### src/sv/ddo_pkg.sv
// Shared constants, types and the CORDIC arctangent table for the odometry block.
// No dependencies; every other file of the block imports this package.
package ddo_pkg;

    // CORDIC iterations; the range supported is 12 to 32
    localparam int CORDIC_STEPS = 24;
    localparam int CORDIC_N     = (CORDIC_STEPS > 32) ? 32 : CORDIC_STEPS;
    localparam int CORDIC_W     = 36;
    localparam int CORDIC_CNT_W = 5;

    // bit-serial multiplier: magnitude A times magnitude B
    localparam int MUL_A_W   = 48;
    localparam int MUL_B_W   = 34;
    localparam int MUL_P_W   = MUL_A_W + MUL_B_W;
    localparam int MUL_CNT_W = $clog2(MUL_B_W);

    // restoring divider, one quotient bit per cycle
    localparam int DIV_N_W   = 68;
    localparam int DIV_D_W   = 32;
    localparam int DIV_Q_W   = 47;
    localparam int DIV_CNT_W = $clog2(DIV_N_W);

    localparam logic signed [33:0] PI_Q28      = 34'sd843314857;
    localparam logic signed [33:0] TWO_PI_Q28  = 34'sd1686629713;
    localparam logic signed [33:0] HALF_PI_Q28 = 34'sd421657428;
    localparam logic signed [CORDIC_W-1:0] CORDIC_GAIN_Q30 = 36'sd652032874;
    localparam logic [DIV_Q_W:0] RADIUS_CAP = 48'h4000_0000_0000;

    typedef enum logic [2:0] {
        REG_LEFT_SCALE    = 3'd0,
        REG_RIGHT_SCALE   = 3'd1,
        REG_INVERSE_TRACK = 3'd2,
        REG_TURN_DEADBAND = 3'd3,
        REG_GYRO_DEADBAND = 3'd4
    } t_reg_idx;

    typedef enum logic [3:0] {
        ST_IDLE, ST_MUL_L, ST_MUL_R, ST_MUL_T, ST_WRAP, ST_COS0, ST_DIV_Q,
        ST_DIV_H, ST_COS1, ST_MUL_X, ST_MUL_Y, ST_DONE
    } t_state;

    // arctan(2^-i) in Q2.30, truncated
    function automatic logic signed [CORDIC_W-1:0] atan_q30(input logic [4:0] i);
        logic signed [CORDIC_W-1:0] v;
        case (i)
            5'd0:  v = 36'sd843314856;
            5'd1:  v = 36'sd497837829;
            5'd2:  v = 36'sd263043836;
            5'd3:  v = 36'sd133525158;
            5'd4:  v = 36'sd67021686;
            5'd5:  v = 36'sd33543515;
            5'd6:  v = 36'sd16775850;
            5'd7:  v = 36'sd8388437;
            5'd8:  v = 36'sd4194282;
            5'd9:  v = 36'sd2097149;
            5'd10: v = 36'sd1048575;
            5'd11: v = 36'sd524287;
            5'd12: v = 36'sd262143;
            5'd13: v = 36'sd131071;
            5'd14: v = 36'sd65535;
            5'd15: v = 36'sd32767;
            5'd16: v = 36'sd16383;
            5'd17: v = 36'sd8191;
            5'd18: v = 36'sd4095;
            5'd19: v = 36'sd2047;
            5'd20: v = 36'sd1023;
            5'd21: v = 36'sd511;
            5'd22: v = 36'sd255;
            5'd23: v = 36'sd127;
            5'd24: v = 36'sd63;
            5'd25: v = 36'sd31;
            5'd26: v = 36'sd15;
            5'd27: v = 36'sd8;
            5'd28: v = 36'sd4;
            5'd29: v = 36'sd2;
            5'd30: v = 36'sd1;
            default: v = 36'sd0;
        endcase
        return v;
    endfunction

endpackage

### src/sv/ddo_mul.sv
// Bit-serial shift-add multiplier, one multiplier bit per cycle, MSB first.
// Depends on ddo_pkg.
module ddo_mul (
    input  logic                         i_clk,
    input  logic                         i_rst_n,
    input  logic                         i_start,
    input  logic [ddo_pkg::MUL_A_W-1:0]  i_a,
    input  logic [ddo_pkg::MUL_B_W-1:0]  i_b,
    output logic                         o_done,
    output logic [ddo_pkg::MUL_P_W-1:0]  o_prod
);
    import ddo_pkg::*;

    logic [MUL_A_W-1:0]   r_a;
    logic [MUL_B_W-1:0]   r_b;
    logic [MUL_P_W-1:0]   r_acc;
    logic [MUL_CNT_W-1:0] r_cnt;
    logic                 r_busy;
    logic                 r_done;

    always_ff @(posedge i_clk) begin
        if (!i_rst_n) begin
            r_busy <= 1'b0;
            r_done <= 1'b0;
            r_cnt  <= '0;
        end else begin
            r_done <= 1'b0;
            if (i_start) begin
                r_busy <= 1'b1;
                r_cnt  <= '0;
            end else if (r_busy) begin
                r_cnt <= r_cnt + 1'b1;
                if (r_cnt == MUL_CNT_W'(MUL_B_W - 1)) begin
                    r_busy <= 1'b0;
                    r_done <= 1'b1;
                end
            end
        end
    end

    always_ff @(posedge i_clk) begin
        if (i_start) begin
            r_a   <= i_a;
            r_b   <= i_b;
            r_acc <= '0;
        end else if (r_busy) begin
            r_acc <= {r_acc[MUL_P_W-2:0], 1'b0}
                   + (r_b[MUL_B_W-1] ? MUL_P_W'(r_a) : '0);
            r_b   <= {r_b[MUL_B_W-2:0], 1'b0};
        end
    end

    assign o_done = r_done;
    assign o_prod = r_acc;

endmodule

### src/sv/ddo_div.sv
// Restoring divider, one quotient bit per cycle, quotient capped at the radius limit.
// Depends on ddo_pkg.
module ddo_div (
    input  logic                         i_clk,
    input  logic                         i_rst_n,
    input  logic                         i_start,
    input  logic [ddo_pkg::DIV_N_W-1:0]  i_num,
    input  logic [ddo_pkg::DIV_D_W-1:0]  i_den,
    output logic                         o_done,
    output logic [ddo_pkg::DIV_Q_W-1:0]  o_quot
);
    import ddo_pkg::*;

    logic [DIV_N_W-1:0]   r_num;
    logic [DIV_D_W-1:0]   r_den;
    logic [DIV_D_W-1:0]   r_rem;
    logic [DIV_Q_W:0]     r_q;
    logic                 r_ovf;
    logic [DIV_CNT_W-1:0] r_cnt;
    logic                 r_busy;
    logic                 r_done;
    logic [DIV_D_W:0]     w_rem_sh;
    logic                 w_ge;

    assign w_rem_sh = {r_rem, r_num[DIV_N_W-1]};
    assign w_ge     = w_rem_sh >= {1'b0, r_den};

    always_ff @(posedge i_clk) begin
        if (!i_rst_n) begin
            r_busy <= 1'b0;
            r_done <= 1'b0;
            r_cnt  <= '0;
        end else begin
            r_done <= 1'b0;
            if (i_start) begin
                r_busy <= 1'b1;
                r_cnt  <= '0;
            end else if (r_busy) begin
                r_cnt <= r_cnt + 1'b1;
                if (r_cnt == DIV_CNT_W'(DIV_N_W - 1)) begin
                    r_busy <= 1'b0;
                    r_done <= 1'b1;
                end
            end
        end
    end

    always_ff @(posedge i_clk) begin
        if (i_start) begin
            r_num <= i_num;
            r_den <= i_den;
            r_rem <= '0;
            r_q   <= '0;
            r_ovf <= 1'b0;
        end else if (r_busy) begin
            r_num <= {r_num[DIV_N_W-2:0], 1'b0};
            r_rem <= DIV_D_W'(w_ge ? w_rem_sh - {1'b0, r_den} : w_rem_sh);
            r_q   <= {r_q[DIV_Q_W-1:0], w_ge};
            // a bit shifted out of the top means the quotient is far past the cap
            r_ovf <= r_ovf | r_q[DIV_Q_W];
        end
    end

    assign o_done = r_done;
    assign o_quot = (r_ovf || (r_q > RADIUS_CAP)) ? RADIUS_CAP[DIV_Q_W-1:0]
                                                  : r_q[DIV_Q_W-1:0];

endmodule

### src/sv/ddo_cordic.sv
// Iterative rotation-mode CORDIC, one micro-rotation per cycle.
// Depends on ddo_pkg (step count, gain, arctangent table).
module ddo_cordic (
    input  logic                                i_clk,
    input  logic                                i_rst_n,
    input  logic                                i_start,
    input  logic signed [31:0]                  i_angle,
    output logic                                o_done,
    output logic signed [ddo_pkg::CORDIC_W-1:0] o_cos,
    output logic signed [ddo_pkg::CORDIC_W-1:0] o_sin
);
    import ddo_pkg::*;

    logic signed [CORDIC_W-1:0] r_x, r_y, r_z;
    logic                       r_neg;
    logic [CORDIC_CNT_W-1:0]    r_cnt;
    logic                       r_busy;
    logic                       r_done;
    logic signed [33:0]         w_ang;
    logic signed [33:0]         w_fold;
    logic                       w_neg;
    logic signed [CORDIC_W-1:0] w_tx, w_ty, w_at;

    // fold angles beyond a quarter turn by pi and negate the results
    always_comb begin
        w_ang  = 34'(i_angle);
        w_fold = w_ang;
        w_neg  = 1'b0;
        if (w_ang > HALF_PI_Q28) begin
            w_fold = w_ang - PI_Q28;
            w_neg  = 1'b1;
        end else if (w_ang < -HALF_PI_Q28) begin
            w_fold = w_ang + PI_Q28;
            w_neg  = 1'b1;
        end
    end

    assign w_tx = r_y >>> r_cnt;
    assign w_ty = r_x >>> r_cnt;
    assign w_at = atan_q30(r_cnt);

    always_ff @(posedge i_clk) begin
        if (!i_rst_n) begin
            r_busy <= 1'b0;
            r_done <= 1'b0;
            r_cnt  <= '0;
        end else begin
            r_done <= 1'b0;
            if (i_start) begin
                r_busy <= 1'b1;
                r_cnt  <= '0;
            end else if (r_busy) begin
                r_cnt <= r_cnt + 1'b1;
                if (r_cnt == CORDIC_CNT_W'(CORDIC_N - 1)) begin
                    r_busy <= 1'b0;
                    r_done <= 1'b1;
                end
            end
        end
    end

    always_ff @(posedge i_clk) begin
        if (i_start) begin
            r_x   <= CORDIC_GAIN_Q30;
            r_y   <= '0;
            r_z   <= CORDIC_W'(w_fold) <<< 2;
            r_neg <= w_neg;
        end else if (r_busy) begin
            if (r_z >= 0) begin
                r_x <= r_x - w_tx;
                r_y <= r_y + w_ty;
                r_z <= r_z - w_at;
            end else begin
                r_x <= r_x + w_tx;
                r_y <= r_y - w_ty;
                r_z <= r_z + w_at;
            end
        end
    end

    assign o_done = r_done;
    assign o_cos  = r_neg ? -r_x : r_x;
    assign o_sin  = r_neg ? -r_y : r_y;

endmodule

### src/sv/diff_drive_odometry.sv
// Top level of the differential-drive odometry block: sequencer, state and ports.
// Depends on ddo_pkg, ddo_mul, ddo_div and ddo_cordic.
//
//  channel  | direction | handshake                     | payload
//  ---------+-----------+-------------------------------+------------------------------------
//  s_axis   | in        | s_axis_tvalid / s_axis_tready | left_count, right_count, gyro_step
//  m_axis   | out       | m_axis_tvalid / m_axis_tready | heading, pos_x, pos_y, gyro_total
//  cfg      | in        | i_cfg_valid / o_cfg_ready     | register index, write data
//
// One item at a time. A multiply works serially through its 34 multiplier bits, a divide
// through its 68 dividend bits, a sine/cosine through its CORDIC micro-rotations. A
// straight move uses five multiplies and one CORDIC; an arc adds one more CORDIC and two
// divides, or one when the inverse track is zero. A heading wrap takes one 2*pi step at
// a time. The shared bit-serial multiplier, divider and CORDIC set the rate.
// Reset (synchronous, active low) clears position, heading and gyro sum and loads the
// register defaults. A beat waiting on m_axis does not block the next input beat; the
// sequencer holds only when its own result is ready and the output beat is still stalled.
module diff_drive_odometry (
    input  logic         i_clk,
    input  logic         i_rst_n,
    input  logic         s_axis_tvalid,
    output logic         s_axis_tready,
    // [15:0] left_count, [31:16] right_count, [63:32] gyro_step
    input  logic [63:0]  s_axis_tdata,
    output logic         m_axis_tvalid,
    input  logic         m_axis_tready,
    // [31:0] heading, [63:32] pos_x, [95:64] pos_y, [127:96] gyro_total
    output logic [127:0] m_axis_tdata,
    input  logic         i_cfg_valid,
    output logic         o_cfg_ready,
    input  logic [2:0]   i_cfg_index,
    input  logic [27:0]  i_cfg_data
);
    import ddo_pkg::*;

    // configuration registers
    logic [23:0] r_left_scale, r_right_scale, r_inv_track;
    logic [19:0] r_turn_db;
    logic [27:0] r_gyro_db;

    // architectural state
    logic signed [31:0] r_heading, r_x, r_y, r_gyro;

    // sequencer
    t_state r_state, n_state;
    logic   r_run, n_run;
    logic   r_out_valid;
    logic [127:0] r_out_data;

    // per-item working registers
    logic [15:0]        r_lc, r_rc;
    logic signed [41:0] r_wayl, r_wayr;
    logic signed [31:0] r_ddir;
    logic signed [33:0] r_nw;
    logic signed [CORDIC_W-1:0] r_c0, r_s0;
    logic signed [DIV_Q_W:0]    r_q;
    logic [39:0]        r_half;
    logic               r_turn;
    logic signed [53:0] r_dx, r_dy;

    // unit ports
    logic                 w_mul_start, w_mul_done;
    logic [MUL_A_W-1:0]   w_mul_a;
    logic [MUL_B_W-1:0]   w_mul_b;
    logic [MUL_P_W-1:0]   w_prod;
    logic                 w_div_start, w_div_done;
    logic [DIV_N_W-1:0]   w_div_num;
    logic [DIV_D_W-1:0]   w_div_den;
    logic [DIV_Q_W-1:0]   w_quot;
    logic                 w_cor_start, w_cor_done;
    logic signed [31:0]   w_cor_ang;
    logic signed [CORDIC_W-1:0] w_c1, w_s1;

    // derived values
    logic [15:0]        w_lc_mag, w_rc_mag;
    logic signed [41:0] w_pw, w_way_new;
    logic signed [42:0] w_diff;
    logic [42:0]        w_dm;
    logic [69:0]        w_t;
    logic               w_t_gt_max, w_t_gt_min;
    logic signed [31:0] w_ddir_new;
    logic [31:0]        w_ddm;
    logic               w_turn;
    logic [41:0]        w_wayl_mag, w_wayr_mag;
    logic signed [48:0] w_r;
    logic [48:0]        w_r_mag;
    logic signed [36:0] w_cd, w_sd;
    logic [36:0]        w_cd_mag, w_sd_mag;
    logic [CORDIC_W-1:0] w_s0_mag, w_c0_mag;
    logic               w_mul_neg;
    logic signed [53:0] w_dp, w_dv;
    logic [31:0]        w_g_mag;
    logic signed [32:0] w_g_sum;
    logic signed [54:0] w_x_sum, w_y_sum;
    logic               w_in_beat, w_out_load;

    function automatic logic signed [31:0] sat32(input logic signed [54:0] v);
        if ((&v[54:31]) || !(|v[54:31])) return v[31:0];
        return v[54] ? 32'sh8000_0000 : 32'sh7FFF_FFFF;
    endfunction

    assign s_axis_tready = (r_state == ST_IDLE);
    assign w_in_beat     = s_axis_tvalid && s_axis_tready;
    assign o_cfg_ready   = 1'b1;
    assign m_axis_tvalid = r_out_valid;
    assign m_axis_tdata  = r_out_data;

    // ---- arithmetic around the shared units ----
    assign w_lc_mag = r_lc[15] ? 16'd0 - r_lc : r_lc;
    assign w_rc_mag = r_rc[15] ? 16'd0 - r_rc : r_rc;
    assign w_pw     = $signed({1'b0, w_prod[40:0]});
    // the sign of the count being scaled decides the sign of the travel
    assign w_way_new = ((r_state == ST_MUL_L) ? r_lc[15] : r_rc[15]) ? -w_pw : w_pw;

    assign w_diff = 43'(r_wayr) - 43'(r_wayl);
    assign w_dm   = w_diff[42] ? 43'd0 - w_diff : w_diff;
    assign w_t    = w_prod[81:12];
    assign w_t_gt_max = |w_t[69:31];
    assign w_t_gt_min = (|w_t[69:32]) || (w_t[31] && (|w_t[30:0]));

    // heading change, truncated toward zero and saturated
    always_comb begin
        if (!w_diff[42]) w_ddir_new = w_t_gt_max ? 32'sh7FFF_FFFF : w_t[31:0];
        else             w_ddir_new = w_t_gt_min ? 32'sh8000_0000 : 32'd0 - w_t[31:0];
    end

    assign w_ddm  = r_ddir[31] ? 32'd0 - r_ddir : r_ddir;
    assign w_turn = (r_ddir != 32'sd0) && (w_ddm >= 32'(r_turn_db));

    assign w_wayl_mag = r_wayl[41] ? 42'd0 - r_wayl : r_wayl;
    assign w_wayr_mag = r_wayr[41] ? 42'd0 - r_wayr : r_wayr;
    assign w_r        = 49'(r_q) + $signed({9'd0, r_half});
    assign w_r_mag    = w_r[48] ? 49'd0 - w_r : w_r;
    assign w_cd       = 37'(r_c0) - 37'(w_c1);
    assign w_sd       = 37'(w_s1) - 37'(r_s0);
    assign w_cd_mag   = w_cd[36] ? 37'd0 - w_cd : w_cd;
    assign w_sd_mag   = w_sd[36] ? 37'd0 - w_sd : w_sd;
    assign w_s0_mag   = r_s0[CORDIC_W-1] ? CORDIC_W'(0) - r_s0 : r_s0;
    assign w_c0_mag   = r_c0[CORDIC_W-1] ? CORDIC_W'(0) - r_c0 : r_c0;

    // operand select and result sign for the multiplier
    always_comb begin
        w_mul_a   = '0;
        w_mul_b   = '0;
        w_mul_neg = 1'b0;
        case (r_state)
            ST_MUL_L: begin
                w_mul_a = MUL_A_W'(w_lc_mag);
                w_mul_b = MUL_B_W'(r_left_scale);
            end
            ST_MUL_R: begin
                w_mul_a = MUL_A_W'(w_rc_mag);
                w_mul_b = MUL_B_W'(r_right_scale);
            end
            ST_MUL_T: begin
                w_mul_a = MUL_A_W'(w_dm);
                w_mul_b = MUL_B_W'(r_inv_track);
            end
            ST_MUL_X: begin
                if (r_turn) begin
                    w_mul_a   = MUL_A_W'(w_r_mag);
                    w_mul_b   = MUL_B_W'(w_cd_mag);
                    w_mul_neg = w_r[48] ^ w_cd[36];
                end else begin
                    w_mul_a   = MUL_A_W'(w_wayr_mag);
                    w_mul_b   = MUL_B_W'(w_s0_mag);
                    w_mul_neg = r_wayr[41] ^ r_s0[CORDIC_W-1];
                end
            end
            ST_MUL_Y: begin
                if (r_turn) begin
                    w_mul_a   = MUL_A_W'(w_r_mag);
                    w_mul_b   = MUL_B_W'(w_sd_mag);
                    w_mul_neg = w_r[48] ^ w_sd[36];
                end else begin
                    w_mul_a   = MUL_A_W'(w_wayr_mag);
                    w_mul_b   = MUL_B_W'(w_c0_mag);
                    w_mul_neg = r_wayr[41] ^ r_c0[CORDIC_W-1];
                end
            end
            default: ;
        endcase
    end

    // product scaled back by 2^30, magnitude truncated
    assign w_dp = $signed({2'b0, w_prod[81:30]});
    assign w_dv = w_mul_neg ? -w_dp : w_dp;

    // arc radius quotient first, then the half track
    assign w_div_num = (r_state == ST_DIV_H) ? DIV_N_W'(1) << 39
                                             : {w_wayl_mag[39:0], 28'd0};
    assign w_div_den = (r_state == ST_DIV_H) ? DIV_D_W'(r_inv_track) : w_ddm;
    assign w_cor_ang = (r_state == ST_COS0) ? r_heading : r_nw[31:0];

    assign w_g_mag = s_axis_tdata[63] ? 32'd0 - s_axis_tdata[63:32] : s_axis_tdata[63:32];
    assign w_g_sum = 33'(r_gyro) + 33'($signed(s_axis_tdata[63:32]));
    assign w_x_sum = 55'(r_x) + 55'(r_dx);
    assign w_y_sum = 55'(r_y) + 55'(r_dy);
    assign w_out_load = (r_state == ST_DONE) && (!r_out_valid || m_axis_tready);

    // ---- sequencer ----
    always_comb begin
        n_state     = r_state;
        n_run       = r_run;
        w_mul_start = 1'b0;
        w_div_start = 1'b0;
        w_cor_start = 1'b0;
        unique case (r_state)
            ST_IDLE: begin
                if (s_axis_tvalid) n_state = ST_MUL_L;
            end
            ST_MUL_L, ST_MUL_R, ST_MUL_T, ST_MUL_X, ST_MUL_Y: begin
                w_mul_start = !r_run;
                n_run       = 1'b1;
                if (w_mul_done) begin
                    n_run = 1'b0;
                    unique case (r_state)
                        ST_MUL_L: n_state = ST_MUL_R;
                        ST_MUL_R: n_state = ST_MUL_T;
                        ST_MUL_T: n_state = ST_WRAP;
                        ST_MUL_X: n_state = ST_MUL_Y;
                        default:  n_state = ST_DONE;
                    endcase
                end
            end
            ST_WRAP: begin
                if (!(r_nw >= PI_Q28) && !(r_nw < -PI_Q28)) n_state = ST_COS0;
            end
            ST_COS0, ST_COS1: begin
                w_cor_start = !r_run;
                n_run       = 1'b1;
                if (w_cor_done) begin
                    n_run = 1'b0;
                    if (r_state == ST_COS1) n_state = ST_MUL_X;
                    else                    n_state = w_turn ? ST_DIV_Q : ST_MUL_X;
                end
            end
            ST_DIV_Q, ST_DIV_H: begin
                w_div_start = !r_run;
                n_run       = 1'b1;
                if (w_div_done) begin
                    n_run = 1'b0;
                    if (r_state == ST_DIV_Q && r_inv_track != 24'd0) n_state = ST_DIV_H;
                    else                                             n_state = ST_COS1;
                end
            end
            ST_DONE: begin
                if (w_out_load) n_state = ST_IDLE;
            end
            default: n_state = ST_IDLE;
        endcase
    end

    // control, configuration and architectural state
    always_ff @(posedge i_clk) begin
        if (!i_rst_n) begin
            r_state       <= ST_IDLE;
            r_run         <= 1'b0;
            r_out_valid   <= 1'b0;
            r_left_scale  <= 24'd65536;
            r_right_scale <= 24'd65536;
            r_inv_track   <= 24'd209715;
            r_turn_db     <= 20'd26844;
            r_gyro_db     <= 28'd5368709;
            r_heading     <= '0;
            r_x           <= '0;
            r_y           <= '0;
            r_gyro        <= '0;
        end else begin
            r_state <= n_state;
            r_run   <= n_run;

            if (i_cfg_valid) begin
                unique case (i_cfg_index)
                    REG_LEFT_SCALE:    r_left_scale  <= i_cfg_data[23:0];
                    REG_RIGHT_SCALE:   r_right_scale <= i_cfg_data[23:0];
                    REG_INVERSE_TRACK: r_inv_track   <= i_cfg_data[23:0];
                    REG_TURN_DEADBAND: r_turn_db     <= i_cfg_data[19:0];
                    REG_GYRO_DEADBAND: r_gyro_db     <= i_cfg_data;
                    default: ;
                endcase
            end

            // gyro sum: drop increments at or inside the deadband, saturate the rest
            if (w_in_beat && (w_g_mag > 32'(r_gyro_db))) begin
                if (w_g_sum[32] != w_g_sum[31])
                    r_gyro <= w_g_sum[32] ? 32'sh8000_0000 : 32'sh7FFF_FFFF;
                else
                    r_gyro <= w_g_sum[31:0];
            end

            if (w_out_load) begin
                r_heading   <= r_nw[31:0];
                r_x         <= sat32(w_x_sum);
                r_y         <= sat32(w_y_sum);
                r_out_valid <= 1'b1;
            end else if (m_axis_tready) begin
                r_out_valid <= 1'b0;
            end
        end
    end

    // per-item datapath registers
    always_ff @(posedge i_clk) begin
        if (w_in_beat) begin
            r_lc <= s_axis_tdata[15:0];
            r_rc <= s_axis_tdata[31:16];
        end
        if (w_mul_done) begin
            case (r_state)
                ST_MUL_L: r_wayl <= w_way_new;
                ST_MUL_R: r_wayr <= w_way_new;
                ST_MUL_T: begin
                    r_ddir <= w_ddir_new;
                    r_nw   <= 34'(r_heading) + 34'(w_ddir_new);
                end
                ST_MUL_X: r_dx <= w_dv;
                ST_MUL_Y: r_dy <= w_dv;
                default: ;
            endcase
        end
        // bring the new heading into [-pi, pi)
        if (r_state == ST_WRAP) begin
            if (r_nw >= PI_Q28)       r_nw <= r_nw - TWO_PI_Q28;
            else if (r_nw < -PI_Q28)  r_nw <= r_nw + TWO_PI_Q28;
        end
        if (w_cor_done && r_state == ST_COS0) begin
            r_c0   <= w_c1;
            r_s0   <= w_s1;
            r_turn <= w_turn;
        end
        if (w_div_done) begin
            if (r_state == ST_DIV_Q) begin
                r_q    <= (r_wayl[41] ^ r_ddir[31]) ? -$signed({1'b0, w_quot})
                                                    : $signed({1'b0, w_quot});
                r_half <= '0;
            end else begin
                r_half <= w_quot[39:0];
            end
        end
        if (w_out_load)
            r_out_data <= {r_gyro, sat32(w_y_sum), sat32(w_x_sum), r_nw[31:0]};
    end

    ddo_mul u_mul (
        .i_clk   (i_clk),
        .i_rst_n (i_rst_n),
        .i_start (w_mul_start),
        .i_a     (w_mul_a),
        .i_b     (w_mul_b),
        .o_done  (w_mul_done),
        .o_prod  (w_prod)
    );

    ddo_div u_div (
        .i_clk   (i_clk),
        .i_rst_n (i_rst_n),
        .i_start (w_div_start),
        .i_num   (w_div_num),
        .i_den   (w_div_den),
        .o_done  (w_div_done),
        .o_quot  (w_quot)
    );

    ddo_cordic u_cordic (
        .i_clk   (i_clk),
        .i_rst_n (i_rst_n),
        .i_start (w_cor_start),
        .i_angle (w_cor_ang),
        .o_done  (w_cor_done),
        .o_cos   (w_c1),
        .o_sin   (w_s1)
    );

endmodule

### config.mk
export PLATFORM = sky130hd
export DESIGN_NAME = diff_drive_odometry
export DESIGN_NICKNAME = d
export VERILOG_FILES = /design/src/sv/ddo_pkg.sv /design/src/sv/ddo_mul.sv /design/src/sv/ddo_div.sv /design/src/sv/ddo_cordic.sv /design/src/sv/diff_drive_odometry.sv
export SDC_FILE = /design/constraint.sdc
export NUM_CORES = 2
export LEC_CHECK = 0
export BUFFER_PORTS_ARGS = -buffer_cell sky130_fd_sc_hd__buf_2
export CORE_AREA = 8 8 590 592
export DETAILED_ROUTE_END_ITERATION = 7
export DIE_AREA = 0 0 598 600
export PLACE_DENSITY = 0.55
export SLEW_MARGIN = 5
export SYNTH_ARGS = -nofsm -noshare
export SYNTH_HDL_FRONTEND = slang
export SYNTH_SLANG_ARGS = --single-unit
### constraint.sdc
create_clock -name i_clk -period 9 [get_ports i_clk]
set_input_delay 1.35 -clock i_clk [delete_from_list [all_inputs] [get_ports i_clk]]
set_output_delay 1.35 -clock i_clk [all_outputs]
set_load 0.03 [all_outputs]
# Word level (Yosys, flattened, before mapping)
# Memories as Yosys holds them, arrays and structs flattened. A register that Yosys moved wholly into a read port is not among the register bits.
# Cells that the tools add are included.
[op_classes]
n_addsub = 41
order_cmp = 9
eq_ne = 25
shifts = 2
n_mux = 102
n_bitwise = 10
n_reduce_logical = 57
[op_table]
columns = ["operator", "count"]
rows = [
  ["two-way mux 32 bit", 17],
  ["two-way mux 34 bit", 15],
  ["two-way mux 36 bit", 7],
  ["two-way mux 68 bit", 3],
  ["one-hot mux 48 bit (4 select lines)", 1],
  ["one-hot mux 34 bit (5 select lines)", 1],
  ["two-way mux 48 bit", 3],
  ["subtractor 1 x 34 -> 34 bit (first input constant)", 4],
  ["adder 32 x 54 -> 55 bit", 2],
  ["adder 36 bit", 3],
  ["subtractor 36 bit", 3],
  ["subtractor 1 x 32 -> 32 bit (first input constant)", 3],
  ["two-way mux 47 bit", 2],
  ["two-way mux 42 bit", 2],
  ["adder 82 bit", 1],
  ["subtractor 36 x 36 -> 37 bit", 2],
  ["negator 36 bit", 2],
  [">>> shifter 36 x 5 -> 36 bit", 2],
  ["adder 32 x 32 -> 33 bit", 2],
  ["two-way mux 54 bit", 1],
  ["negator 52 -> 54 bit", 1],
  ["adder 48 x 41 -> 49 bit", 1],
  ["> comparator 48 x 47 -> 1 bit (second input constant)", 1],
  ["negator 47 -> 48 bit", 1],
  ["other kinds (69)", 166],
]
[totals]
regBits = 1311
rom_bits = 960
inputBits = 100
elab_cells = 297
n_memories = 1
[mem_list]
columns = ["memory", "words", "width", "rd", "rd_ports_with_merged_regs", "write_ports", "line", "text"]
rows = [
  ["(name not given)", 32, 30, 1, 1, 0, "ddo_pkg.sv:45", "case (i)"],
]

# Depth between registers and ports, before layout
[depth]
depth_word = 11
ltp_mapped = 37

# Cells and area by module
# From an unflattened synthesis, not the netlist that was laid out.
[hier_totals]
cells_unflattened = 12383
hier_area_um2 = 105926.6
[modules_own_cells]
columns = ["module", "n_inst", "cells_per_inst", "area_each_um2", "seq_area_each_um2"]
rows = [
  ["diff_drive_odometry", 1, 7936, 66322.4, 22131.2],
  ["ddo_cordic", 1, 2589, 20564.7, 3273.1],
  ["ddo_mul", 1, 977, 9564.2, 4264.1],
  ["ddo_div", 1, 881, 9475.3, 4804.6],
]

# Least setup slack after synthesis
# No wires, ideal clock.
[synth_timing]
path_type = "register to register"
from = "register u_mul.r_acc[12], in the netlist u_mul.o_prod[12]"
to = "register r_nw[31]"
setup_time_ps = 196
arrival_ps = 6545
t_required_ps = 8804
slack_ps = 2259
path_stages_with_launch = 33
n_path_buf = 3
period_less_slack_ps = 6741
cell_sequence = "dfxtp_1 > inv_1 > ha_1 > nand2_1 > nor3_1 > nand3_1 > or3_1 > or3_1 > nor3_1 > and2_1 > clkbuf_1 > nand2_1 > o21ai_0 > and4b_1 > clkbuf_1 > nand2_1 > clkbuf_1 > o311ai_0 > ha_1 > a21oi_1 > o21ai_0 > a21o_1 > a21oi_1 > o21ai_0 > a2111oi_0 > a21oi_1 > a31oi_1 > a311oi_1 > a21oi_1 > a21oi_1 > a211oi_1 > xor2_1 > a211oi_1"
[synth_between]
elab_chain_len = 11
[synth_lines]
columns = ["element", "line", "text"]
rows = [
  ["start: declaration", "ddo_mul.sv:16", "logic [MUL_P_W-1:0] r_acc;"],
  ["start signal: assignment", "ddo_mul.sv:47", "r_acc <= {r_acc[MUL_P_W-2:0], 1'b0}"],
  ["parallel branches: the longest is 3 deep, another holds subtractor 1 x 32 -> 32 bit", "n/a", ""],
  ["two-way mux 32 bit (*)", "diff_drive_odometry.sv:124", "else w_ddir_new = w_t_gt_min ? 32'sh8000_0000 : 32'd0 - w_t[31:0];"],
  ["two-way mux 32 bit (*)", "diff_drive_odometry.sv:123", "if (!w_diff[42]) w_ddir_new = w_t_gt_max ? 32'sh7FFF_FFFF : w_t[31:0];"],
  ["via w_ddir_new[2]", "diff_drive_odometry.sv:81", "logic signed [31:0] w_ddir_new;"],
  ["adder 32 x 32 -> 33 bit (*)", "diff_drive_odometry.sv:315", "r_nw <= 34'(r_heading) + 34'(w_ddir_new);"],
  ["two-way mux 34 bit (*)", "diff_drive_odometry.sv:310", "case (r_state)"],
  ["two-way mux 34 bit (*)", "diff_drive_odometry.sv:309", "if (w_mul_done) begin"],
  ["two-way mux 34 bit", "diff_drive_odometry.sv:325", "else if (r_nw < -PI_Q28) r_nw <= r_nw + TWO_PI_Q28;"],
  ["two-way mux 34 bit", "diff_drive_odometry.sv:324", "if (r_nw >= PI_Q28) r_nw <= r_nw - TWO_PI_Q28;"],
  ["two-way mux 34 bit (*)", "diff_drive_odometry.sv:323", "if (r_state == ST_WRAP) begin"],
  ["end signal: assignment", "diff_drive_odometry.sv:315", ""],
  ["end signal: assignment", "diff_drive_odometry.sv:324", ""],
  ["end signal: assignment", "diff_drive_odometry.sv:325", ""],
  ["end: declaration", "diff_drive_odometry.sv:54", "logic signed [33:0] r_nw;"],
]
# Mark *: on every way through the listed nets, which the timed path passes.
# A chain may end at the register's enable or synchronous reset.

# Worst setup path after layout
[layout_timing]
from = "register u_mul.r_acc[12], in the netlist u_mul.o_prod[12]"
to = "register r_nw[28]"
# The elaborated chain is that of the path after synthesis.

==> results_dict.tcl <==
set metrics [dict create \
    rr_startpoint "u_mul.o_prod[12]" \
    power.density_mw_per_mm2 254 \
    slew_viol_final 0 \
    regToRegSetupSlack_ns 0.80 \
    grt_first_pass_wirelength_um 507000 \
    core_mm2 0.338 \
    setup_viol 0 \
    max_slew_margin_pct 15.6 \
    synth_warnings 0 \
    nets 12337 \
    vias 88368 \
    grt_pass1_vias 81750 \
    grt_max_degree 156 \
    cts_buffers 167 \
    maxCapViolCount 0 \
    critPathSlowestCell "and4b_1" \
    synth-async-reset-ratio_pct 0 \
    start_util_pct 29.9 \
    max-vdd-ir-drop_v 0.000218 \
    synth-seq-cells 1313 \
    outcome "finished, final reports clean" \
    critPathCapture "r_nw[28]" \
    synth_top_area_share_pct 21.8 \
    gp_congestion 0.943 \
    fmax_ghz 0.122 \
    std_cell_rows 214 \
    finalSetupTns_ns 0 \
    postCtsResizedCells 0 \
    slowest_delay_ns 0.62 \
    vias_per_cell 5.41 \
    path_clk_slew_ns 0.06 \
    placedCellCount 16009 \
    synthDistinctLibCells 115 \
    p_leak_nw 42.4 \
    avgSynthCellArea_um2 8.58 \
    syn_inst 11786 \
    h-tree-depth 4 \
    fin_ws_ns 0.803 \
    drt_wl_total_um 337000 \
    cp_data_required_time_ns 9.74 \
    synth_area_mm2 0.101 \
    whs_ns 0.438 \
    cts-root-buf "clkbuf_16" \
    drive_gt1_share_pct 8.01 \
    cts_hold_buf 0 \
    cp_data_arrival_time_ns 8.94 \
    synth_edf_count 734 \
    multi_input_area_mm2 0.0632 \
    portBuffers 229 \
    wl_per_cell_um 20.6 \
    path_max_fanout 27 \
    dr.pass1.iters 6 \
    clkLatencyLatePin_ns 0.90 \
    synth_flop_cell "edfxtp_1" \
    final_cells 16329 \
    hpwl_um 256000 \
    rsz0062_at_grt "no" \
    r2r-end "r_nw[28]" \
    cts_tree "built" \
    cp-end-kind "flip-flop" \
    preCtsSetupSlack_ns 0.664 \
    worst-setup-path-type "reg -> reg" \
    finClkSkew_ns 0.0989 \
    die_area_mm2 0.359 \
    antenna_found_initial 24 \
    ant_nets 0 \
    synth_top_cell_by_area "edfxtp_1" \
    syn2layout_area_growth_pct 11.0 \
    seq_area_mm2 0.0337 \
    grt-ovfl-total 0 \
    hold_viol_final 0 \
    tightest_slew_ns 1.25 \
    drc 0 \
    fp.dieW_um 598 \
    startpoint_type "flip-flop" \
    yosys-top-cells-area "edfxtp_1, dfxtp_1, ha_1, xnor2_1, nand2_1" \
    ys_seq_area_share_pct 33.2 \
    hold_path_class "reg -> reg" \
    period_minus_slack_ns 8.20 \
    die_h_um 600 \
    nFillCells 35523 \
    reg2reg_depth 31 \
    post-route-period-util_pct 91.1 \
    critPathLaunch "u_mul.o_prod[12]" \
    cts.path.max_buffers 4 \
    synth_fp_nets 12481 \
    post-cts-setup-buffers 0 \
    critPathMostFrequentCell "o21ai_0" \
    track_usage_pct 17.7 \
    cts_sinks 1313 \
    ios 231 \
    drt_iter0_markers 7439 \
]
-- layer usage --
metal | part of all wire, % | GRT usage [%] | up-vias
met5 | 0.0033 | 0 | -
met4 | 3.9 | 6.54 | 2
met3 | 5.5 | 2.27 | 509
met2 | 46 | 29.1 | 2431
met1 | 45 | 23.9 | 42508
li1 | - | - | 42918
-- where the power goes --
part | total [mW] | switching, mW | internal [mW]
Sequential | 8.57 | 1.18 | 7.39
Clock | 7.11 | 2.90 | 4.21
Combinational | 12.8 | 7.92 | 4.88
Total | 28.5 | 12.0 | 16.5
-- registers in the layout, indices dropped and copies added, names as in the netlist, 34 cells and up --
register	flops
m_axis_tdata	128
u_mul.o_prod	82
r_c0	36
r_dy	54
r_q	48
r_dx	54
r_wayl	42
r_wayr	42
r_half	40
u_cordic.r_x	36
u_mul.r_b	34
u_cordic.r_z	36
u_div.r_q	48
r_nw	34
r_s0	36
u_mul.r_a	48
u_div.r_num	40
u_cordic.r_y	36
-- final cells by class --
| cell class | instances | area share, % |
|---|---|---|
| antenna | 13 | 0.0290 |
| clock buffer | 214 | 4.13 |
| clock inverter | 93 | 0.963 |
| inverter | 491 | 1.65 |
| multi-input combinational | 9312 | 56.3 |
| sequential | 1313 | 30.0 |
| tap | 4536 | 5.06 |
| timing repair buffer | 357 | 1.92 |
-- worst min-delay path by stage --
stage	start	end	depth (start not counted)
floorplan	r_nw[15]	m_axis_tdata[15]	0
global placement	r_gyro[2]	m_axis_tdata[98]	0
detailed placement	r_gyro[2]	m_axis_tdata[98]	0
CTS	r_gyro[29]	m_axis_tdata[125]	0
global route	r_gyro[29]	m_axis_tdata[125]	0
finish	r_gyro[29]	m_axis_tdata[125]	0
-- cells by family (layout without fill, tap and decap cells) --
family          Yosys count  after routing  synth area share [%]
other cells               1             14               0.00371
fa+ha+maj               632            632                  7.83
xor+xnor               1129           1129                  9.86
mux                     356            356                  4.86
compound gates         3495           3495                  22.3
simple gates           3699           3699                  17.4
flops                  1313           1313                  33.2
buf+inv                1161           1155                  4.50
-- metrics by stage --
| stage | instance area, um2 | total power, mW | util, % |
|---|---|---|---|
| final | 112000 | 28.5 | 33.2 |
| after global routing | 112000 | 30.1 | 33.2 |
| after CTS | 112000 | 28.5 | 33.2 |
| after detailed placement | 107000 | 21.2 | 31.5 |
| after global placement | 107000 | 21.2 | 31.5 |
| after floorplan | 101000 | 17.5 | - |
-- worst max-delay path, delay by kind of cell, from the launching register on --
| kind | cells | cell delay [ns] |
|---|---|---|
| compound gates | 13 | 3.01 |
| simple gates | 13 | 3.59 |
| xor+xnor | 1 | 0.15 |
| flops | 1 | 0.34 |
| fa+ha+maj | 2 | 0.60 |
| buf+inv | 2 | 0.39 |
-- synthesized netlist by cell type (all sizes together), types with 213 or more instances --
cell type,instances
nand2,1195
edfxtp,734
a21oi,850
xnor2,716
xor2,408
clkbuf,565
o21ai,842
inv,487
nor2,986
nor3,217
nand3,213
ha,582
a21o,265
dfxtp,579
-- placed cells by master, fill, tap and decap left out, types with 54 or more instances in the layout --
master and count:
o21ai_0 829, o41ai_1 62, inv_1 481, dfxtp_1 572
a31oi_1 167, buf_4 125, mux2i_1 204, xor2_1 405
o31ai_1 166, clkbuf_16 175, mux2_2 54, nand2b_1 140
nand2_1 1190, and2_1 135, a21o_1 264, o21a_1 98
buf_2 228, o211ai_1 132, ha_1 582, edfxtp_1 734
a21oi_1 849, and3_1 106, nor3_1 212, a21boi_0 162
nand4_1 100, xnor2_1 715, or4_1 63, nor4_1 83
nand3_1 213, o22ai_1 88, o21bai_1 85, nor2b_1 99
a211oi_1 113, nor2_1 980, or2_2 67, mux4_2 77
or3_1 131
Power figures use the tool's default switching activity.
